--- src/hw/rtl/pppoa_encap_detect_strip_top_assert.svh ---
// Assertion helpers for the RTL files; ped_burst.sv includes them.
`ifndef PPPOA_ENCAP_DETECT_STRIP_TOP_ASSERT_SVH
`define PPPOA_ENCAP_DETECT_STRIP_TOP_ASSERT_SVH

// Property must hold at every clock edge outside reset.
`define PED_ASSERT(lbl, clk, rst, prop, msg) \
   lbl: assert property (@(posedge clk) disable iff (rst) prop) else $error(msg);

// Expression must never be true outside reset.
`define PED_ASSERT_NEVER(lbl, clk, rst, expr, msg) \
   lbl: assert property (@(posedge clk) disable iff (rst) !(expr)) else $error(msg);

`endif

--- src/hw/rtl/ped_pkg.sv ---
`default_nettype none

package ped_pkg;

   localparam int MaxRes = 5;
   localparam int CntW   = $clog2(MaxRes + 1);

   localparam logic [1:0] MODE_AUTO  = 2'd0;
   localparam logic [1:0] MODE_VCMUX = 2'd1;
   localparam logic [1:0] MODE_LLC   = 2'd2;

   localparam logic [1:0] KIND_RX    = 2'd0;
   localparam logic [1:0] KIND_TX    = 2'd1;
   localparam logic [1:0] KIND_ERR   = 2'd2;
   localparam logic [1:0] KIND_EMPTY = 2'd3;

   localparam logic FUNC_RX = 1'b0;

   localparam logic CSR_ENCAP_MODE = 1'b0;
   localparam logic CSR_CHANNEL_UP = 1'b1;

   localparam logic [7:0] LCP_HI = 8'hc0;
   localparam logic [7:0] LCP_LO = 8'h21;
   localparam logic [7:0] LLC_B0 = 8'hfe;

   // Header positions past the LLC prefix: LCP bytes, then the vc-mux LCP wait
   localparam logic [2:0] POS_LLC_END = 3'd4;
   localparam logic [2:0] POS_LCP_LO  = 3'd5;
   localparam logic [2:0] POS_VC_LO   = 3'd6;

   typedef struct packed {
      logic       func;
      logic [7:0] data_byte;
      logic       pkt_last;
   } req_word_type;

   typedef struct packed {
      logic [1:0] kind;
      logic [7:0] out_byte;
      logic       out_last;
   } rsp_word_type;

   typedef struct packed {
      logic [CntW-1:0]                cnt;
      rsp_word_type [MaxRes-1:0]      res;
   } burst_type;

   // LLC header followed by the LCP protocol id
   function automatic logic [7:0] hdr_byte(input logic [2:0] pos);
      logic [7:0] b;
      unique case (pos)
         3'd0:    b = 8'hfe;
         3'd1:    b = 8'hfe;
         3'd2:    b = 8'h03;
         3'd3:    b = 8'hcf;
         3'd4:    b = 8'hc0;
         3'd5:    b = 8'h21;
         default: b = 8'h00;
      endcase
      return b;
   endfunction

endpackage

`default_nettype wire

--- src/hw/rtl/ped_stream_if.sv ---
`default_nettype none

interface ped_stream_if;
   logic       valid;
   logic       ready;
   logic       func;
   logic [7:0] data_byte;
   logic       pkt_last;
   logic [1:0] kind;
   logic [7:0] out_byte;
   logic       out_last;

   modport source (
      output valid, func, data_byte, pkt_last, kind, out_byte, out_last,
      input  ready
   );
   modport sink (
      input  valid, func, data_byte, pkt_last, kind, out_byte, out_last,
      output ready
   );
endinterface

`default_nettype wire

--- src/hw/rtl/ped_core.sv ---
`default_nettype none

module ped_core
   import ped_pkg::*;
(
   input  wire logic         clock,
   input  wire logic         reset,
   input  wire logic         csr_we,
   input  wire logic         csr_index,
   input  wire logic [1:0]   csr_wdata,
   input  wire logic         fire,
   input  wire req_word_type word,
   output burst_type         burst
);

   logic [1:0] cur_mode_ff, cur_mode_in;
   logic       chan_up_ff;
   logic [2:0] hpos_ff, hpos_in;
   logic       drop_ff, drop_in;
   logic       hdone_ff, hdone_in;
   logic       silent_ff, silent_in;
   logic       tx_start_ff, tx_start_in;

   logic       matched;
   logic       lock;
   logic [1:0] lock_mode;
   logic [7:0] b;
   logic       last;

   assign b    = word.data_byte;
   assign last = word.pkt_last;

   always_comb begin
      cur_mode_in = cur_mode_ff;
      hpos_in     = hpos_ff;
      drop_in     = drop_ff;
      hdone_in    = hdone_ff;
      silent_in   = silent_ff;
      tx_start_in = tx_start_ff;
      matched     = 1'b0;
      lock        = 1'b0;
      lock_mode   = MODE_VCMUX;
      burst       = '0;

      if (fire) begin
         if (word.func != FUNC_RX) begin
            if (tx_start_ff && cur_mode_ff == MODE_LLC) begin
               burst.cnt    = CntW'(5);
               burst.res[0] = '{KIND_TX, hdr_byte(3'd0), 1'b0};
               burst.res[1] = '{KIND_TX, hdr_byte(3'd1), 1'b0};
               burst.res[2] = '{KIND_TX, hdr_byte(3'd2), 1'b0};
               burst.res[3] = '{KIND_TX, hdr_byte(3'd3), 1'b0};
               burst.res[4] = '{KIND_TX, b, last};
            end else begin
               burst.cnt    = CntW'(1);
               burst.res[0] = '{KIND_TX, b, last};
            end
            tx_start_in = last;
         end else if (drop_ff) begin
            if (last) begin
               if (!silent_ff) begin
                  burst.cnt    = CntW'(1);
                  burst.res[0] = '{KIND_ERR, 8'h00, 1'b1};
               end
               hpos_in   = '0;
               drop_in   = 1'b0;
               hdone_in  = 1'b0;
               silent_in = 1'b0;
            end
         end else if (!hdone_ff && hpos_ff == '0 && !chan_up_ff) begin
            // channel down at packet start: swallow the whole packet
            if (last) begin
               hpos_in   = '0;
               drop_in   = 1'b0;
               hdone_in  = 1'b0;
               silent_in = 1'b0;
            end else begin
               drop_in   = 1'b1;
               silent_in = 1'b1;
            end
         end else if (hdone_ff || cur_mode_ff == MODE_VCMUX) begin
            hdone_in     = 1'b1;
            burst.cnt    = CntW'(1);
            burst.res[0] = '{KIND_RX, b, last};
            if (last) begin
               hpos_in   = '0;
               drop_in   = 1'b0;
               hdone_in  = 1'b0;
               silent_in = 1'b0;
            end
         end else begin
            if (cur_mode_ff == MODE_LLC) begin
               if (hpos_ff < POS_LLC_END && b == hdr_byte(hpos_ff)) begin
                  matched = 1'b1;
                  hpos_in = hpos_ff + 3'd1;
                  if (hpos_ff == POS_LLC_END - 3'd1) begin
                     hdone_in = 1'b1;
                  end
               end
            end else begin
               // autodetect (and the unused mode code)
               if (hpos_ff == '0) begin
                  if (b == LLC_B0) begin
                     hpos_in = 3'd1;
                     matched = 1'b1;
                  end else if (b == LCP_HI) begin
                     hpos_in = POS_VC_LO;
                     matched = 1'b1;
                  end
               end else if (hpos_ff <= POS_LCP_LO) begin
                  if (b == hdr_byte(hpos_ff)) begin
                     matched = 1'b1;
                     if (hpos_ff == POS_LCP_LO) begin
                        lock      = 1'b1;
                        lock_mode = MODE_LLC;
                     end else begin
                        hpos_in = hpos_ff + 3'd1;
                     end
                  end
               end else if (hpos_ff == POS_VC_LO) begin
                  if (b == LCP_LO) begin
                     matched   = 1'b1;
                     lock      = 1'b1;
                     lock_mode = MODE_VCMUX;
                  end
               end
            end

            if (lock) begin
               // LCP id was consumed while matching; regenerate it
               cur_mode_in  = lock_mode;
               hdone_in     = 1'b1;
               burst.cnt    = CntW'(2);
               burst.res[0] = '{KIND_RX, LCP_HI, 1'b0};
               burst.res[1] = '{KIND_RX, LCP_LO, last};
            end

            if (!matched) begin
               if (last) begin
                  burst.cnt    = CntW'(1);
                  burst.res[0] = '{KIND_ERR, 8'h00, 1'b1};
                  hpos_in      = '0;
                  drop_in      = 1'b0;
                  hdone_in     = 1'b0;
                  silent_in    = 1'b0;
               end else begin
                  drop_in   = 1'b1;
                  silent_in = 1'b0;
               end
            end else if (last) begin
               if (!hdone_in) begin
                  burst.cnt    = CntW'(1);
                  burst.res[0] = '{KIND_ERR, 8'h00, 1'b1};
               end else if (!lock) begin
                  burst.cnt    = CntW'(1);
                  burst.res[0] = '{KIND_EMPTY, 8'h00, 1'b1};
               end
               hpos_in   = '0;
               drop_in   = 1'b0;
               hdone_in  = 1'b0;
               silent_in = 1'b0;
            end
         end
      end
   end

   always_ff @(posedge clock) begin
      if (reset) begin
         cur_mode_ff <= MODE_AUTO;
         chan_up_ff  <= 1'b0;
         hpos_ff     <= '0;
         drop_ff     <= 1'b0;
         hdone_ff    <= 1'b0;
         silent_ff   <= 1'b0;
         tx_start_ff <= 1'b1;
      end else begin
         hpos_ff     <= hpos_in;
         drop_ff     <= drop_in;
         hdone_ff    <= hdone_in;
         silent_ff   <= silent_in;
         tx_start_ff <= tx_start_in;
         if (csr_we && csr_index == CSR_ENCAP_MODE) begin
            cur_mode_ff <= csr_wdata;
         end else begin
            cur_mode_ff <= cur_mode_in;
         end
         if (csr_we && csr_index == CSR_CHANNEL_UP) begin
            chan_up_ff <= csr_wdata[0];
         end
      end
   end

endmodule

`default_nettype wire

--- src/hw/rtl/ped_burst.sv ---
`default_nettype none

`include "pppoa_encap_detect_strip_top_assert.svh"

module ped_burst
   import ped_pkg::*;
(
   input  wire logic      clock,
   input  wire logic      reset,
   input  wire logic      load,
   input  wire burst_type burst,
   output logic           free,
   ped_stream_if.source   rsp_ch
);

   logic [CntW-1:0]    cnt_ff, cnt_in;
   rsp_word_type       res_ff [MaxRes];
   rsp_word_type       res_in [MaxRes];
   logic               take;

   assign take = rsp_ch.valid && rsp_ch.ready;
   assign free = (cnt_ff == '0) || (cnt_ff == CntW'(1) && take);

   assign rsp_ch.valid     = cnt_ff != '0;
   assign rsp_ch.kind      = res_ff[0].kind;
   assign rsp_ch.out_byte  = res_ff[0].out_byte;
   assign rsp_ch.out_last  = res_ff[0].out_last;
   assign rsp_ch.func      = 1'b0;
   assign rsp_ch.data_byte = 8'h00;
   assign rsp_ch.pkt_last  = 1'b0;

   always_comb begin
      cnt_in = cnt_ff;
      for (int i = 0; i < MaxRes; i++) begin
         res_in[i] = res_ff[i];
      end
      if (load) begin
         cnt_in = burst.cnt;
         for (int i = 0; i < MaxRes; i++) begin
            res_in[i] = burst.res[i];
         end
      end else if (take) begin
         // pop the head word, shift the rest down
         cnt_in = cnt_ff - CntW'(1);
         for (int i = 0; i < MaxRes - 1; i++) begin
            res_in[i] = res_ff[i+1];
         end
      end
   end

   always_ff @(posedge clock) begin
      if (reset) begin
         cnt_ff <= '0;
      end else begin
         cnt_ff <= cnt_in;
      end
   end

   always_ff @(posedge clock) begin
      for (int i = 0; i < MaxRes; i++) begin
         res_ff[i] <= res_in[i];
      end
   end

   `PED_ASSERT_NEVER(a_load_busy, clock, reset, load && !free, "burst loaded while busy")
   `PED_ASSERT_NEVER(a_cnt_range, clock, reset, cnt_ff > CntW'(MaxRes), "burst count overflow")
   `PED_ASSERT(a_shift, clock, reset, take && !load && cnt_ff > CntW'(1) |=> rsp_ch.valid && rsp_ch.kind == $past(res_ff[1].kind) && rsp_ch.out_byte == $past(res_ff[1].out_byte), "burst shift lost a word")

endmodule

`default_nettype wire

--- src/hw/rtl/pppoa_encap_detect_strip_top.sv ---
// Channel  Dir  Handshake      Payload
// req_ch   in   valid/ready    func, data_byte, pkt_last
// rsp_ch   out  valid/ready    kind, out_byte, out_last
// csr      in   csr_we         csr_index, csr_wdata (no read-back)
//
// One result word leaves per cycle while rsp_ch.ready is high; an input word is
// taken every cycle while its results fit that pace. A word's results hold the
// result queue until the last one leaves: 5 for a tx packet start in LLC mode, 2 on rx lock.
// Each input word is registered before its results are loaded into the result queue.
// reset is synchronous, active high; the result queue only stalls on rsp_ch.ready.
`default_nettype none

module pppoa_encap_detect_strip_top
   import ped_pkg::*;
(
   input  wire logic       clock,
   input  wire logic       reset,
   ped_stream_if.sink      req_ch,
   ped_stream_if.source    rsp_ch,
   input  wire logic       csr_we,
   input  wire logic       csr_index,
   input  wire logic [1:0] csr_wdata
);

   logic         in_valid_ff, in_valid_in;
   req_word_type in_word_ff, in_word_in;
   logic         burst_free;
   logic         fire;
   logic         accept;
   burst_type    burst;

   assign fire         = in_valid_ff && burst_free;
   assign req_ch.ready = !in_valid_ff || fire;
   assign accept       = req_ch.valid && req_ch.ready;

   always_comb begin
      in_valid_in = in_valid_ff;
      in_word_in  = in_word_ff;
      if (accept) begin
         in_valid_in = 1'b1;
         in_word_in  = '{req_ch.func, req_ch.data_byte, req_ch.pkt_last};
      end else if (fire) begin
         in_valid_in = 1'b0;
      end
   end

   always_ff @(posedge clock) begin
      if (reset) begin
         in_valid_ff <= 1'b0;
      end else begin
         in_valid_ff <= in_valid_in;
      end
   end

   always_ff @(posedge clock) begin
      in_word_ff <= in_word_in;
   end

   ped_core u_core (
      .clock     (clock),
      .reset     (reset),
      .csr_we    (csr_we),
      .csr_index (csr_index),
      .csr_wdata (csr_wdata),
      .fire      (fire),
      .word      (in_word_ff),
      .burst     (burst)
   );

   ped_burst u_burst (
      .clock  (clock),
      .reset  (reset),
      .load   (fire),
      .burst  (burst),
      .free   (burst_free),
      .rsp_ch (rsp_ch)
   );

endmodule

`default_nettype wire

--- src/flat_wrapper.sv ---
// flat-port wrapper written by rule: the top's interface ports become plain ports
module pppoa_encap_detect_strip_top_flat import ped_pkg::*;
  (clock, reset, csr_we, csr_index, csr_wdata, req_ch_valid, req_ch_func, req_ch_data_byte, req_ch_pkt_last, req_ch_kind, req_ch_out_byte, req_ch_out_last, req_ch_ready, rsp_ch_valid, rsp_ch_func, rsp_ch_data_byte, rsp_ch_pkt_last, rsp_ch_kind, rsp_ch_out_byte, rsp_ch_out_last, rsp_ch_ready);
  ped_stream_if req_ch_i ();
  ped_stream_if rsp_ch_i ();
  input  wire logic clock;
  input  wire logic reset;
  input  wire logic csr_we;
  input  wire logic csr_index;
  input  wire logic [1:0] csr_wdata;
  input wire logic [$bits(req_ch_i.valid)-1:0] req_ch_valid;
  input wire logic [$bits(req_ch_i.func)-1:0] req_ch_func;
  input wire logic [$bits(req_ch_i.data_byte)-1:0] req_ch_data_byte;
  input wire logic [$bits(req_ch_i.pkt_last)-1:0] req_ch_pkt_last;
  input wire logic [$bits(req_ch_i.kind)-1:0] req_ch_kind;
  input wire logic [$bits(req_ch_i.out_byte)-1:0] req_ch_out_byte;
  input wire logic [$bits(req_ch_i.out_last)-1:0] req_ch_out_last;
  output wire logic [$bits(req_ch_i.ready)-1:0] req_ch_ready;
  output wire logic [$bits(rsp_ch_i.valid)-1:0] rsp_ch_valid;
  output wire logic [$bits(rsp_ch_i.func)-1:0] rsp_ch_func;
  output wire logic [$bits(rsp_ch_i.data_byte)-1:0] rsp_ch_data_byte;
  output wire logic [$bits(rsp_ch_i.pkt_last)-1:0] rsp_ch_pkt_last;
  output wire logic [$bits(rsp_ch_i.kind)-1:0] rsp_ch_kind;
  output wire logic [$bits(rsp_ch_i.out_byte)-1:0] rsp_ch_out_byte;
  output wire logic [$bits(rsp_ch_i.out_last)-1:0] rsp_ch_out_last;
  input wire logic [$bits(rsp_ch_i.ready)-1:0] rsp_ch_ready;
  assign req_ch_i.valid = req_ch_valid;
  assign req_ch_i.func = req_ch_func;
  assign req_ch_i.data_byte = req_ch_data_byte;
  assign req_ch_i.pkt_last = req_ch_pkt_last;
  assign req_ch_i.kind = req_ch_kind;
  assign req_ch_i.out_byte = req_ch_out_byte;
  assign req_ch_i.out_last = req_ch_out_last;
  assign req_ch_ready = req_ch_i.ready;
  assign rsp_ch_valid = rsp_ch_i.valid;
  assign rsp_ch_func = rsp_ch_i.func;
  assign rsp_ch_data_byte = rsp_ch_i.data_byte;
  assign rsp_ch_pkt_last = rsp_ch_i.pkt_last;
  assign rsp_ch_kind = rsp_ch_i.kind;
  assign rsp_ch_out_byte = rsp_ch_i.out_byte;
  assign rsp_ch_out_last = rsp_ch_i.out_last;
  assign rsp_ch_i.ready = rsp_ch_ready;
  pppoa_encap_detect_strip_top u_core (.clock(clock), .reset(reset), .req_ch(req_ch_i), .rsp_ch(rsp_ch_i), .csr_we(csr_we), .csr_index(csr_index), .csr_wdata(csr_wdata));
endmodule
--- config.mk ---
export PLATFORM = sky130hd
export DESIGN_NAME = pppoa_encap_detect_strip_top_flat
export DESIGN_NICKNAME = d
export VERILOG_FILES = /design/src/hw/rtl/ped_pkg.sv /design/src/hw/rtl/ped_stream_if.sv /design/src/hw/rtl/ped_core.sv /design/src/hw/rtl/ped_burst.sv /design/src/hw/rtl/pppoa_encap_detect_strip_top.sv /design/src/flat_wrapper.sv
export VERILOG_INCLUDE_DIRS = /design/src /design/src/hw/rtl
export SDC_FILE = /design/constraint.sdc
export NUM_CORES = 1
export LEC_CHECK = 0
export BUFFER_PORTS_ARGS = -buffer_cell sky130_fd_sc_hd__buf_2
export CAP_MARGIN = 10
export CORE_MARGIN = 2
export CORE_UTILIZATION = 25
export CTS_CLUSTER_DIAMETER = 120
export DETAILED_ROUTE_END_ITERATION = 10
export GPL_TIMING_DRIVEN = 0
export HOLD_SLACK_MARGIN = 0.08
export PLACE_DENSITY_LB_ADDON = 0.3
export SLEW_MARGIN = 30
export SYNTH_ARGS = -nofsm -noshare
export SYNTH_HDL_FRONTEND = slang
export SYNTH_HIERARCHICAL = 1
export SYNTH_SLANG_ARGS = --single-unit
--- constraint.sdc ---
create_clock -name clock -period 3.6 [get_ports clock]
set_clock_uncertainty 0.15 [all_clocks]
set_input_delay 0.18 -clock clock [delete_from_list [all_inputs] [get_ports clock]]
set_output_delay 0.18 -clock clock [all_outputs]
set_load 0.05 [all_outputs]
==> results of run 1 <==
-- layout make-up --
cell class / count / area share, %
timing repair buffer: 51 / 6.363
inverter: 10 / 0.6628
buffer: 65 / 8.484
tap: 229 / 5.060
clock buffer: 11 / 4.110
sequential: 79 / 39.42
multi-input combinational: 262 / 34.03
clock inverter: 5 / 1.878
-- worst reg2reg max path: stages, from the launching register on --
cell	delay (ns)
dfxtp_1	0.34
inv_1	0.09
ha_1	0.24
a21oi_1	0.06
nor2_1	0.11
and2_2	0.46
nor2b_2	0.38
nand2_1	0.24
nor3_1	0.31
o221ai_1	0.19
o211a_1	0.15
dlygate4sd3_1	0.54
-- per-stage QoR --
| stage | setup WS [ns] | cell area [um2] | std cells |
|---|---|---|---|
| after floorplan | 0.4256 | 4659 | 416 |
| after global placement | -0.4451 | 5096 | 675 |
| after detailed placement | 0.3388 | 5105 | 675 |
| after CTS | 0.07629 | 5654 | 712 |
| after global routing | 0.01851 | 5663 | 712 |
| final | 0.2329 | 5663 | 712 |
-- registers in the layout (all words and copies together), names as in the netlist --
signal / cells
u_core/u_core/hdone_ff: 1
u_core/in_valid_ff: 1
u_core/in_word_ff: 10
u_core/u_core/tx_start_ff: 1
u_core/u_core/cur_mode_ff: 2
u_core/u_core/chan_up_ff: 1
u_core/u_core/drop_ff: 1
u_core/u_core/hpos_ff: 3
u_core/u_burst/res_ff: 55
u_core/u_burst/cnt_ff: 3
u_core/u_core/silent_ff: 1
-- logic make-up (layout without fill, tap and decap cells) --
logic type / Yosys count / after routing / synth area share (%)
AOI/OAI and AO/OA: 74 / 74 / 11.92
xor gates and xnor gates: 2 / 2 / 0.5469
adders and majority gates: 8 / 8 / 2.187
buffers and inverters: 75 / 142 / 11.29
DFF: 79 / 79 / 48.77
muxes: 48 / 48 / 11.76
other: 2 / 24 / 0.1641
and+or+nand+nor: 106 / 106 / 13.37
-- what timing repair did --
item / CTS / global route
buffers inserted: 0 / 0
endpoints found under the hold margin: 17 / 0
hold buffers: 21 / 0
setup endpoints to repair: 0 / 1
resized for setup: 0 / 2
-- worst paths after layout --
check                                         startpoint                                   endpoint  slack, ns
hold reg to reg   u_core/u_core/tx_start_ff$_SDFFE_PP1P_     u_core/u_core/tx_start_ff$_SDFFE_PP1P_       0.37
setup / recovery   u_core/u_burst/cnt_ff[0]$_SDFFE_PP0P_  u_core/u_core/cur_mode_ff[1]$_SDFFE_PP0P_       0.23
hold / removal                                 csr_index  u_core/u_core/cur_mode_ff[0]$_SDFFE_PP0P_       0.18
setup reg to reg   u_core/u_burst/cnt_ff[0]$_SDFFE_PP0P_  u_core/u_core/cur_mode_ff[1]$_SDFFE_PP0P_       0.23
-- placed cells by master, fill, tap and decap left out, drive strengths merged, types with 3 or more instances in the layout --
| cell type | n |
|---|---|
| a211oi | 3 |
| inv | 9 |
| a21o | 9 |
| or3 | 4 |
| a311oi | 3 |
| clkbuf | 14 |
| nand2 | 22 |
| nor2 | 18 |
| nand2b | 8 |
| nand3 | 4 |
| o21ai | 13 |
| and2 | 12 |
| edfxtp | 65 |
| buf | 92 |
| nor4 | 5 |
| nand4 | 3 |
| ha | 8 |
| o211ai | 5 |
| nor3 | 11 |
| o311ai | 3 |
| conb | 24 |
| dlygate4sd3 | 21 |
| mux2 | 46 |
| bufinv | 3 |
| or2 | 3 |
| dfxtp | 14 |
| nor2b | 9 |
| a21oi | 14 |
-- layer usage --
layer / up-vias / part of all wire, %
li1: 1549 / -
met1: 1523 / 48
met2: 72 / 46
met3: 12 / 4.9
met4: 0 / 1.5
met5: - / 0
-- synthesized netlist by cell type (2+ instances only) --
library cell   n  area share (%)
and2_1         8             1.1
ha_1           8             2.2
mux2i_1        2            0.44
a211oi_1       2            0.33
o21ai_0       11             1.2
nor2_1        18             1.5
a21oi_1       13             1.4
mux2_2        45              11
nand4_1        3            0.41
dfxtp_1       14             6.1
a311oi_1       3            0.57
o221ai_1       2            0.38
buf_6          4            0.98
and2_2         3            0.49
nand2b_1       6            0.82
a21o_2         2            0.38
edfxtp_1      65              43
or3_1          2            0.27
nor3_2         2            0.44
inv_1          8            0.66
nor2b_1        9             1.2
nand2b_4       2            0.60
o311ai_0       3            0.57
a31oi_1        2            0.27
nor3_1         8            0.87
a21o_1         7             1.1
nand3_1        4            0.44
o21bai_1       2            0.33
buf_2          5            0.55
o211a_1        2            0.44
or2_2          2            0.27
o211ai_1       5            0.82
conb_1         2            0.16
nand2_1       22             1.8
a21boi_0       2            0.33
nor4_1         5            0.68
buf_4         53             8.7
clkbuf_1       3            0.25
nand4b_1       2            0.38
o22ai_1        2            0.27
-- power by group through the flow --
stage / Clock (mW) / Combinational (mW) / Sequential, mW
after global placement: 0 / 1.24 / 1.56
after floorplan: 0 / 0.994 / 1.54
after global routing: 1.11 / 1.39 / 1.56
after CTS: 1.08 / 1.30 / 1.54
final: 1.04 / 1.28 / 1.53
after detailed placement: 0 / 1.27 / 1.55
==> impl_metrics.prom, run 1 <==
# TYPE chip_impl_metric gauge
chip_impl_metric{name="grt.met2_usage",unit="%"} 17.70
chip_impl_metric{name="global_route_wire_length_before_repair",unit="um"} 16790
chip_impl_metric{name="antenna_cells_inserted",unit=""} 0
chip_impl_metric{name="overflow",unit=""} 0
chip_impl_metric{name="layout_cell_share_with_drive_strength_beyond_1",unit="%"} 37.47
chip_impl_metric{name="pin_count_of_the_biggest_net_entering_global_routing",unit=""} 45
chip_impl_info{name="global_route.peak_usage_layer",value="met2"} 1
chip_impl_metric{name="numPortBuffers",unit=""} 30
chip_impl_metric{name="num_io_pins",unit=""} 52
chip_impl_metric{name="drtPass1Iterations",unit=""} 4
chip_impl_metric{name="drc",unit=""} 0
chip_impl_metric{name="p_leak",unit="nW"} 2.215
chip_impl_metric{name="worst_pin_slew",unit="ns"} 0.6273
chip_impl_metric{name="cts_made_buffers",unit=""} 9
chip_impl_info{name="cp-start-kind",value="flip-flop"} 1
chip_impl_info{name="holdCritPathClass",value="in -> reg"} 1
chip_impl_metric{name="ant_nets",unit=""} 0
chip_impl_metric{name="average_routed_wire_per_standard_cell",unit="um"} 14.44
chip_impl_metric{name="initial_utilization",unit="%"} 25.48
chip_impl_metric{name="final.min_clock_period",unit="ns"} 3.367
chip_impl_metric{name="finalCoreUtilization",unit="%"} 31.52
chip_impl_metric{name="setup-tns-final",unit="ns"} 0
chip_impl_metric{name="timing.critical_path.fanout_max",unit=""} 18
chip_impl_metric{name="floorplan.die_area",unit="um2"} 19410
chip_impl_metric{name="asyncSetResetFlopFracSynth",unit="%"} 0
chip_impl_info{name="worst_path_dominant_cell_family",value="simple AND/OR/NAND/NOR gates"} 1
chip_impl_metric{name="syn2layout_area_growth",unit="%"} 23.73
chip_impl_metric{name="synth_seq_cells",unit=""} 79
chip_impl_metric{name="crit_path_max_incr_delay",unit="ns"} 0.54
chip_impl_info{name="rsz_0062_raised_after_global_routing",value="false"} 1
chip_impl_metric{name="number_of_buffer_and_inverter_instances_along_the_worst_setup_path",unit=""} 2
chip_impl_metric{name="max-cap-violations",unit=""} 0
chip_impl_metric{name="post_synth_edffs",unit=""} 65
chip_impl_metric{name="n_fill_cell",unit=""} 1855
chip_impl_metric{name="chipHeight",unit="um"} 139.3
chip_impl_metric{name="r2r.worst_path.cells",unit=""} 11
chip_impl_info{name="critical_path.slowest_cell",value="dlygate4sd3_1"} 1
chip_impl_metric{name="seq_power_share",unit="%"} 39.8
chip_impl_info{name="end_kind",value="flip-flop"} 1
chip_impl_metric{name="cellInternalPower",unit="mW"} 2.616
chip_impl_metric{name="grt_util_all_layers",unit="%"} 11.04
chip_impl_metric{name="cp_arrival",unit="ns"} 3.45
chip_impl_metric{name="power_consumption",unit="mW"} 3.855
chip_impl_metric{name="wl",unit="um"} 10280
chip_impl_metric{name="drt-vias-per-instance",unit=""} 4.433
chip_impl_metric{name="post_syn_area",unit="um2"} 4577
chip_impl_metric{name="power_frac_clock",unit="%"} 27.1
chip_impl_metric{name="power_switching",unit="mW"} 1.239
chip_impl_metric{name="place_congestion",unit=""} 0.8238
chip_impl_metric{name="timing.final.setup_violations",unit=""} 0
chip_impl_metric{name="clock_tree.buffer_depth",unit=""} 2
chip_impl_metric{name="timing.final.crit_share",unit="%"} 93.53
chip_impl_metric{name="sw_frac_of_total",unit="%"} 32.14
chip_impl_info{name="worstPathCellList",value="inv_1 > ha_1 > a21oi_1 > nor2_1 > and2_2 > nor2b_2 > nand2_1 > nor3_1 > o221ai_1 > o211a_1 > dlygate4sd3_1"} 1
chip_impl_metric{name="num_rows",unit=""} 49
chip_impl_metric{name="max_slew_margin",unit="%"} 57.79
chip_impl_metric{name="placeableCoreArea",unit="um2"} 17960
chip_impl_metric{name="post-dp-hpwl",unit="um"} 6918
chip_impl_metric{name="clk_transition_reported_paths",unit="ns"} 0.06
chip_impl_info{name="synthFlopType",value="edfxtp_1"} 1
chip_impl_metric{name="ys_types",unit=""} 71
chip_impl_metric{name="insertion_delay",unit="ns"} 0.34
chip_impl_info{name="clock_tree.root_cell",value="clkbuf_16"} 1
chip_impl_metric{name="m3_gr_usage",unit="%"} 3.579
chip_impl_metric{name="finalHoldViolCount",unit=""} 0
chip_impl_metric{name="maximum_resistive_drop_on_vdd",unit="V"} 0.0003479
chip_impl_metric{name="combPwrFrac",unit="%"} 33.1
chip_impl_metric{name="maximum_clock_frequency",unit="GHz"} 0.2970
chip_impl_metric{name="worst_hold_slack",unit="ns"} 0.1841
chip_impl_metric{name="power.density",unit="nW/um2"} 680.7
chip_impl_metric{name="timing.hold.worst_path_depth",unit=""} 4
chip_impl_metric{name="design.final.nets",unit=""} 515
chip_impl_metric{name="dr_total_vias",unit=""} 3156
chip_impl_metric{name="cts_sinks",unit=""} 79
chip_impl_metric{name="cts.htree.levels",unit=""} 3
chip_impl_metric{name="grt_antenna_before_repair",unit=""} 0
chip_impl_metric{name="chipWidth",unit="um"} 139.3
chip_impl_metric{name="average_size_of_a_mapped_cell",unit="um2"} 11.62
chip_impl_metric{name="regArea",unit="um2"} 2232
chip_impl_metric{name="timing_max_transition_violations_final",unit=""} 0
chip_impl_metric{name="synth_warnings",unit=""} 6
chip_impl_metric{name="sequential_area_share_after_synthesis",unit="%"} 48.77
chip_impl_metric{name="drt_iter0_drc",unit=""} 203
chip_impl_metric{name="first_global_vias",unit=""} 3191
chip_impl_info{name="outcome",value="completed"} 1
chip_impl_metric{name="worstSetupPathDepth",unit=""} 11
chip_impl_metric{name="multi_input_area",unit="um2"} 1927
chip_impl_info{name="cts_tree",value="built"} 1
chip_impl_info{name="worst_path_class_setup",value="reg -> reg"} 1
chip_impl_metric{name="timing.critical_path.required",unit="ns"} 3.68
chip_impl_metric{name="grt_use_met1",unit="%"} 14.26
chip_impl_metric{name="syn_inst",unit=""} 394
(Power assumes the default switching activity.)
==> inputs of run 2 (changes only) <==
--- a/config.mk
+++ b/config.mk
@@ -7,13 +7,14 @@
 export NUM_CORES = 1
 export LEC_CHECK = 0
 export BUFFER_PORTS_ARGS = -buffer_cell sky130_fd_sc_hd__buf_2
-export CAP_MARGIN = 10
+export CAP_MARGIN = 20
 export CORE_MARGIN = 2
 export CORE_UTILIZATION = 25
 export CTS_CLUSTER_DIAMETER = 120
 export DETAILED_ROUTE_END_ITERATION = 10
 export GPL_TIMING_DRIVEN = 0
 export HOLD_SLACK_MARGIN = 0.08
+export MAX_ROUTING_LAYER = met4
 export PLACE_DENSITY_LB_ADDON = 0.3
 export SLEW_MARGIN = 30
 export SYNTH_ARGS = -nofsm -noshare
==> run 2 against run 1 <==
  * Critical path depth shrank 1
  * Count of clock-buffer cells in the layout shrank 2
  * Sequential share of layout area is 0.052 points lower
  * Cell count unchanged
  * Total power up 0.23%
  * Fmax increased by 1.6%
  * Global-route usage up 0.54 points
  * Clock power hardly changed
  * Combinational power is essentially flat
  * Routed wire length is 0.18% higher
==> impl_metrics.prom, run 2 (same netlist as run 1, synthesis figures left out) <==
# TYPE chip_impl_metric gauge
chip_impl_metric{name="ant_nets",unit=""} 0
chip_impl_metric{name="cts_post_setup_buffers_inserted",unit=""} 0
chip_impl_metric{name="drt-vias-per-instance",unit=""} 4.471
chip_impl_metric{name="antenna_cells_inserted",unit=""} 0
chip_impl_metric{name="n_fill_cell",unit=""} 1854
chip_impl_metric{name="drc",unit=""} 0
chip_impl_metric{name="overflow",unit=""} 0
chip_impl_metric{name="floorplan.die_area",unit="um2"} 19410
chip_impl_metric{name="timing.final.setup_violations",unit=""} 0
chip_impl_metric{name="power.density",unit="nW/um2"} 681.4
chip_impl_info{name="worstPathCellList",value="inv_1 > ha_1 > or2b_2 > nor3_4 > nor3_4 > nand2_1 > nor3_1 > o221ai_1 > a21oi_1 > dlygate4sd3_1"} 1
chip_impl_metric{name="first_global_vias",unit=""} 3262
chip_impl_metric{name="timing.critical_path.required",unit="ns"} 3.74
chip_impl_metric{name="finalInstanceArea",unit="um2"} 5670
chip_impl_metric{name="regArea",unit="um2"} 2232
chip_impl_metric{name="cp_arrival",unit="ns"} 3.45
chip_impl_metric{name="max-cap-violations",unit=""} 0
chip_impl_metric{name="largest_reg_flops",unit=""} 55
chip_impl_metric{name="timing_max_transition_violations_final",unit=""} 0
chip_impl_metric{name="maximum_clock_frequency",unit="GHz"} 0.3019
chip_impl_metric{name="final.min_clock_period",unit="ns"} 3.313
chip_impl_metric{name="timing.hold.worst_path_depth",unit=""} 3
chip_impl_metric{name="drt_iter0_drc",unit=""} 186
chip_impl_metric{name="num_io_pins",unit=""} 52
chip_impl_metric{name="finalHoldViolCount",unit=""} 0
chip_impl_metric{name="place_congestion",unit=""} 0.8281
chip_impl_metric{name="multi_input_area",unit="um2"} 1928
chip_impl_metric{name="numPortBuffers",unit=""} 30
chip_impl_metric{name="maximum_resistive_drop_on_vdd",unit="V"} 0.0003840
chip_impl_info{name="cp-start-kind",value="flip-flop"} 1
chip_impl_metric{name="number_of_buffer_and_inverter_instances_along_the_worst_setup_path",unit=""} 2
chip_impl_info{name="critical_path.slowest_cell",value="dlygate4sd3_1"} 1
chip_impl_info{name="timing.rr.start",value="u_core/u_core/hpos_ff[0]$_SDFFE_PP0P_"} 1
chip_impl_metric{name="clk_transition_reported_paths",unit="ns"} 0.07
chip_impl_metric{name="worst_pin_slew",unit="ns"} 0.6372
chip_impl_info{name="holdCritPathClass",value="in -> reg"} 1
chip_impl_metric{name="max_slew_margin",unit="%"} 57.52
chip_impl_metric{name="crit_path_max_incr_delay",unit="ns"} 0.55
chip_impl_info{name="cts_tree",value="built"} 1
chip_impl_metric{name="place_area",unit="um2"} 5105
chip_impl_info{name="outcome",value="completed"} 1
chip_impl_info{name="crit_top_cell",value="nor3_4"} 1
chip_impl_info{name="hold_path_end",value="u_core/u_core/cur_mode_ff[1]$_SDFFE_PP0P_"} 1
chip_impl_metric{name="cts_sinks",unit=""} 79
chip_impl_metric{name="chipHeight",unit="um"} 139.3
chip_impl_metric{name="p_leak",unit="nW"} 2.223
chip_impl_metric{name="timing.critical_path.fanout_max",unit=""} 10
chip_impl_metric{name="worst_hold_slack",unit="ns"} 0.1112
chip_impl_metric{name="layout_cell_share_with_drive_strength_beyond_1",unit="%"} 37.89
chip_impl_info{name="most_frequent_cells_in_the_layout",value="edfxtp_1, buf_4, mux2_2, buf_2, conb_1"} 1
chip_impl_info{name="largest_register",value="u_core/u_burst/res_ff"} 1
chip_impl_metric{name="design.final.nets",unit=""} 515
chip_impl_info{name="largest_registers",value="u_core/u_burst/res_ff (55), u_core/in_word_ff (10)"} 1
chip_impl_metric{name="insertion_delay",unit="ns"} 0.34
chip_impl_metric{name="global_route_wire_length_before_repair",unit="um"} 17140
chip_impl_metric{name="grt_util_all_layers",unit="%"} 11.58
chip_impl_info{name="timing.rr.end",value="u_core/u_core/cur_mode_ff[0]$_SDFFE_PP0P_"} 1
chip_impl_metric{name="wl",unit="um"} 10300
chip_impl_info{name="final_common_cell",value="edfxtp_1"} 1
chip_impl_metric{name="chipWidth",unit="um"} 139.3
chip_impl_metric{name="cts_made_buffers",unit=""} 9
chip_impl_metric{name="grt_antenna_before_repair",unit=""} 0
chip_impl_metric{name="register_to_register_setup_slack",unit="ns"} 0.29
chip_impl_metric{name="initial_utilization",unit="%"} 25.48
chip_impl_metric{name="clock_tree.buffer_depth",unit=""} 2
chip_impl_metric{name="num_rows",unit=""} 49
chip_impl_metric{name="dr_total_vias",unit=""} 3183
chip_impl_metric{name="timing.final.crit_share",unit="%"} 92.02
chip_impl_info{name="clock_tree.root_cell",value="clkbuf_16"} 1
chip_impl_metric{name="pin_count_of_the_biggest_net_entering_global_routing",unit=""} 45
chip_impl_metric{name="placeableCoreArea",unit="um2"} 17960
chip_impl_metric{name="cts.htree.levels",unit=""} 3
chip_impl_info{name="rsz_0062_raised_after_global_routing",value="false"} 1
chip_impl_metric{name="r2r.worst_path.cells",unit=""} 10
chip_impl_metric{name="average_routed_wire_per_standard_cell",unit="um"} 14.47
chip_impl_info{name="worst_path_dominant_cell_family",value="simple AND/OR/NAND/NOR gates"} 1
chip_impl_info{name="end_kind",value="flip-flop"} 1
chip_impl_metric{name="post-dp-hpwl",unit="um"} 7018
chip_impl_info{name="worstHoldStart",value="csr_index"} 1
chip_impl_metric{name="syn2layout_area_growth",unit="%"} 23.89
chip_impl_metric{name="drtPass1Iterations",unit=""} 4
chip_impl_info{name="worst_path_class_setup",value="reg -> reg"} 1
==> run 2: changes by cell type in the layout (fill, tap and decap cells not counted) <==
cell      delta
and2_4       +1
inv_6        +1
and2_2       -1
clkinv_2     +1
clkbuf_1     -2
==> run 2: metrics by stage <==
stage | instances | total power [mW] | TNS [ns] | setup WS, ns | utilization, %
finish | 712 | 3.864 | 0 | 0.2872 | 31.57
global route | 712 | 4.075 | 0 | 0.03807 | 31.57
CTS | 712 | 3.928 | 0 | 0.06330 | 31.51
detailed placement | 675 | 2.828 | 0 | 0.3293 | 28.42
global placement | 675 | 2.797 | -19.83 | -0.4536 | 28.37
floorplan | 416 | 2.530 | 0 | 0.4256 | -
==> run 2: timing repair <==
action                     4_1_cts  5_1_grt
resized for setup                0        3
hold buffers                    21        0
setup endpoints to repair        0        1
hold endpoints to repair        17        0
==> run 2: area by class of cell <==
cell class	instances	share of cell area (%)
multi-input combinational	262	34.00
timing repair buffer	51	6.355
buffer	65	8.473
clock inverter	7	2.118
inverter	10	0.6620
tap	229	5.053
sequential	79	39.36
clock buffer	9	3.972
==> run 2: routing by layer <==
layer	vias to the layer above	wire, um	global-route usage (%)
met1	1551	4887	14.45
met2	65	4857	18.09
met5	-	0	-
met4	0	156	4.306
li1	1556	-	-
met3	11	401	3.063
==> run 2: worst max path at each step <==
| stage | from | end | slack [ns] | cells after the start |
|---|---|---|---|---|
| after CTS | u_core/u_burst/cnt_ff[0]$_SDFFE_PP0P_ | u_core/u_core/cur_mode_ff[0]$_SDFFE_PP0P_ | 0.06 | 11 |
| after detailed placement | u_core/u_burst/cnt_ff[0]$_SDFFE_PP0P_ | u_core/u_core/hpos_ff[2]$_SDFFE_PP0P_ | 0.33 | 9 |
| after floorplan | u_core/u_burst/cnt_ff[0]$_SDFFE_PP0P_ | u_core/u_burst/res_ff[0][0]$_DFFE_PP_ | 0.43 | 8 |
| after global routing | u_core/u_core/hpos_ff[0]$_SDFFE_PP0P_ | u_core/u_core/hpos_ff[2]$_SDFFE_PP0P_ | 0.04 | 9 |
| after global placement | u_core/u_burst/cnt_ff[0]$_SDFFE_PP0P_ | u_core/u_burst/res_ff[0][41]$_DFFE_PP_ | -0.45 | 8 |
| final | u_core/u_core/hpos_ff[0]$_SDFFE_PP0P_ | u_core/u_core/cur_mode_ff[0]$_SDFFE_PP0P_ | 0.29 | 10 |
==> run 2: where the power goes <==
group,internal [mW],switching [mW],leakage (nW)
combinational,0.511,0.770,1.32
sequential,1.43,0.0984,0.740
clock,0.680,0.377,0.166
==> run 2: worst register-to-register path, stage by stage (launching register included) <==
cell and delay (ns):
dfxtp_1 0.50, inv_1 0.16, ha_1 0.31, or2b_2 0.25, nor3_4 0.08, nor3_4 0.35
nand2_1 0.29, nor3_1 0.29, o221ai_1 0.18, a21oi_1 0.15, dlygate4sd3_1 0.55
==> inputs of run 3 (changes only) <==
==> constraint.sdc (replaced) <==
create_clock -name clock -period 3.7 [get_ports clock]
set_clock_uncertainty 0.15 [all_clocks]
set_input_delay 0.185 -clock clock [delete_from_list [all_inputs] [get_ports clock]]
set_output_delay 0.185 -clock clock [all_outputs]
set_load 0.05 [all_outputs]
==> run 3 against run 2 <==
  * Flip-flop and latch count stayed put
  * Via count stayed put
  * Clock power hardly changed
  * Global-route usage stayed put
  * Critical endpoint unchanged
  * Critical path type unchanged
  * Sequential power is 3% lower
  * First-iteration DRC count stayed put
  * Hold slack better by 0.0052 ns
  * Fmax is 0.26% lower
  * Largest cell class unchanged
  * Setup slack better by 0.091 ns
  * Die area stayed put
  * Highest routed layer unchanged
==> impl_metrics.prom, run 3 (same netlist as run 1, synthesis figures left out) <==
# TYPE chip_impl_metric gauge
chip_impl_info{name="outcome",value="completed"} 1
chip_impl_metric{name="layout_cell_share_with_drive_strength_beyond_1",unit="%"} 37.89
chip_impl_metric{name="finalHoldViolCount",unit=""} 0
chip_impl_info{name="crit_top_cell",value="a21oi_1"} 1
chip_impl_metric{name="timing_max_transition_violations_final",unit=""} 0
chip_impl_metric{name="grt_util_all_layers",unit="%"} 11.58
chip_impl_metric{name="largest_reg_flops",unit=""} 55
chip_impl_info{name="worstHoldStart",value="csr_index"} 1
chip_impl_info{name="largest_registers",value="u_core/u_burst/res_ff (55), u_core/in_word_ff (10)"} 1
chip_impl_metric{name="drtPass1Iterations",unit=""} 4
chip_impl_metric{name="num_io_pins",unit=""} 52
chip_impl_info{name="holdCritPathClass",value="in -> reg"} 1
chip_impl_info{name="critical_path.slowest_cell",value="dlygate4sd3_1"} 1
chip_impl_metric{name="global_route_wire_length_before_repair",unit="um"} 17140
chip_impl_metric{name="worst_pin_slew",unit="ns"} 0.6447
chip_impl_info{name="worst_path_dominant_cell_family",value="simple AND/OR/NAND/NOR gates"} 1
chip_impl_metric{name="drt-vias-per-instance",unit=""} 4.471
chip_impl_info{name="startpoint",value="u_core/u_burst/cnt_ff[0]$_SDFFE_PP0P_"} 1
chip_impl_metric{name="power_consumption",unit="mW"} 3.760
chip_impl_metric{name="clock_tree.buffer_depth",unit=""} 2
chip_impl_metric{name="insertion_delay",unit="ns"} 0.34
chip_impl_metric{name="place_congestion",unit=""} 0.8281
chip_impl_info{name="clock_tree.root_cell",value="clkbuf_16"} 1
chip_impl_metric{name="multi_input_area",unit="um2"} 1927
chip_impl_metric{name="syn2layout_area_growth",unit="%"} 23.87
chip_impl_metric{name="drt_iter0_drc",unit=""} 186
chip_impl_metric{name="dr_total_vias",unit=""} 3183
chip_impl_metric{name="regArea",unit="um2"} 2232
chip_impl_metric{name="antenna_cells_inserted",unit=""} 0
chip_impl_metric{name="timing.final.setup_violations",unit=""} 0
chip_impl_metric{name="pin_count_of_the_biggest_net_entering_global_routing",unit=""} 45
chip_impl_metric{name="timing.final.crit_share",unit="%"} 89.77
chip_impl_metric{name="n_fill_cell",unit=""} 1855
chip_impl_metric{name="timing.critical_path.required",unit="ns"} 3.84
chip_impl_metric{name="clk_transition_reported_paths",unit="ns"} 0.07
chip_impl_metric{name="overflow",unit=""} 0
chip_impl_metric{name="wl",unit="um"} 10320
chip_impl_metric{name="finalCoreUtilization",unit="%"} 31.56
chip_impl_metric{name="cts_made_buffers",unit=""} 9
chip_impl_metric{name="design.final.nets",unit=""} 515
chip_impl_metric{name="grt_antenna_before_repair",unit=""} 0
chip_impl_metric{name="cts.htree.levels",unit=""} 3
chip_impl_info{name="worst_path_class_setup",value="reg -> reg"} 1
chip_impl_metric{name="first_global_vias",unit=""} 3262
chip_impl_info{name="timing.rr.start",value="u_core/u_burst/cnt_ff[0]$_SDFFE_PP0P_"} 1
chip_impl_metric{name="max_slew_margin",unit="%"} 57.02
chip_impl_metric{name="numPortBuffers",unit=""} 30
chip_impl_info{name="most_frequent_cells_in_the_layout",value="edfxtp_1, buf_4, mux2_2, buf_2, conb_1"} 1
chip_impl_metric{name="drc",unit=""} 0
chip_impl_metric{name="chipHeight",unit="um"} 139.3
chip_impl_info{name="cp-start-kind",value="flip-flop"} 1
chip_impl_metric{name="timing.critical_path.fanout_max",unit=""} 18
chip_impl_metric{name="cts_sinks",unit=""} 79
chip_impl_info{name="worstPathCellList",value="inv_1 > ha_1 > a21oi_1 > nor2_1 > and2_2 > nor2b_2 > nand2_1 > nor3_1 > o221ai_1 > a21oi_1 > dlygate4sd3_1"} 1
chip_impl_info{name="largest_register",value="u_core/u_burst/res_ff"} 1
chip_impl_metric{name="average_routed_wire_per_standard_cell",unit="um"} 14.49
chip_impl_metric{name="final.min_clock_period",unit="ns"} 3.322
chip_impl_metric{name="number_of_buffer_and_inverter_instances_along_the_worst_setup_path",unit=""} 2
chip_impl_metric{name="floorplan.die_area",unit="um2"} 19410
chip_impl_metric{name="chipWidth",unit="um"} 139.3
chip_impl_metric{name="initial_utilization",unit="%"} 25.48
chip_impl_info{name="final_common_cell",value="edfxtp_1"} 1
chip_impl_metric{name="maximum_resistive_drop_on_vdd",unit="V"} 0.0003744
chip_impl_metric{name="post-dp-hpwl",unit="um"} 7018
chip_impl_metric{name="max-cap-violations",unit=""} 0
chip_impl_metric{name="cp_arrival",unit="ns"} 3.46
chip_impl_metric{name="placeableCoreArea",unit="um2"} 17960
chip_impl_metric{name="num_rows",unit=""} 49
chip_impl_metric{name="post-route-worst-setup-slack",unit="ns"} 0.3785
chip_impl_metric{name="cts_post_setup_buffers_inserted",unit=""} 0
chip_impl_metric{name="crit_path_max_incr_delay",unit="ns"} 0.55
chip_impl_metric{name="ant_nets",unit=""} 0
chip_impl_info{name="rsz_0062_raised_after_global_routing",value="false"} 1
chip_impl_metric{name="p_leak",unit="nW"} 2.222
chip_impl_metric{name="dp_slack",unit="ns"} 0.4293
chip_impl_info{name="end_kind",value="flip-flop"} 1
chip_impl_metric{name="maximum_clock_frequency",unit="GHz"} 0.3011
chip_impl_info{name="cts_tree",value="built"} 1
chip_impl_metric{name="power.density",unit="nW/um2"} 663.1
==> run 3: tightest hold or removal path: stages <==
cell	delay, ns
buf_2	0.10
nand2b_1	0.15
o211a_1	0.15
==> run 3: layout make-up <==
cell class | instances | share of cell area, %
clock inverters | 7 | 2.119
flip-flops and latches | 79 | 39.37
multi-input cells | 262 | 33.99
plain buffers | 65 | 8.475
clock buffers | 9 | 3.973
repair buffers | 51 | 6.356
inverters | 10 | 0.6621
well taps | 229 | 5.054
==> run 3: timing repair <==
item,4_1_cts,5_1_grt
endpoints found under the setup margin,0,1
hold endpoints to repair,16,0
resized for setup,0,2
hold buffers,21,0
==> run 3: path summary, 6_finish.rpt <==
path              slack (ns)                                         to  cells past startpoint
hold / removal          0.12  u_core/u_core/cur_mode_ff[1]$_SDFFE_PP0P_                      3
setup / recovery        0.38  u_core/u_core/cur_mode_ff[0]$_SDFFE_PP0P_                     11
hold reg to reg         0.36     u_core/u_core/tx_start_ff$_SDFFE_PP1P_                      2
setup reg to reg        0.38  u_core/u_core/cur_mode_ff[0]$_SDFFE_PP0P_                     11
==> run 3: report_power, final <==
part           total, mW  internal [mW]  leakage [nW]  switching [mW]
Sequential          1.48           1.39         0.740          0.0957
Clock               1.03          0.661         0.166           0.367
Combinational       1.25          0.496          1.32           0.751
==> run 3: stage by stage <==
step	TNS [ns]	hold WS (ns)	cell area, um2	std cells
2_1_floorplan	0	0.09744	4659	416
3_3_place_gp	-15.43	0.2168	5096	675
3_5_place_dp	0	0.2140	5105	675
4_1_cts	0	0.1068	5660	712
5_1_grt	0	0.1514	5669	712
6_report	0	0.1164	5669	712
==> run 3: layer usage <==
layer	GRT usage [%]	share of wire (%)
met3	3.063	3.9
met4	4.306	1.5
met1	14.45	47
met5	-	0
met2	18.09	47
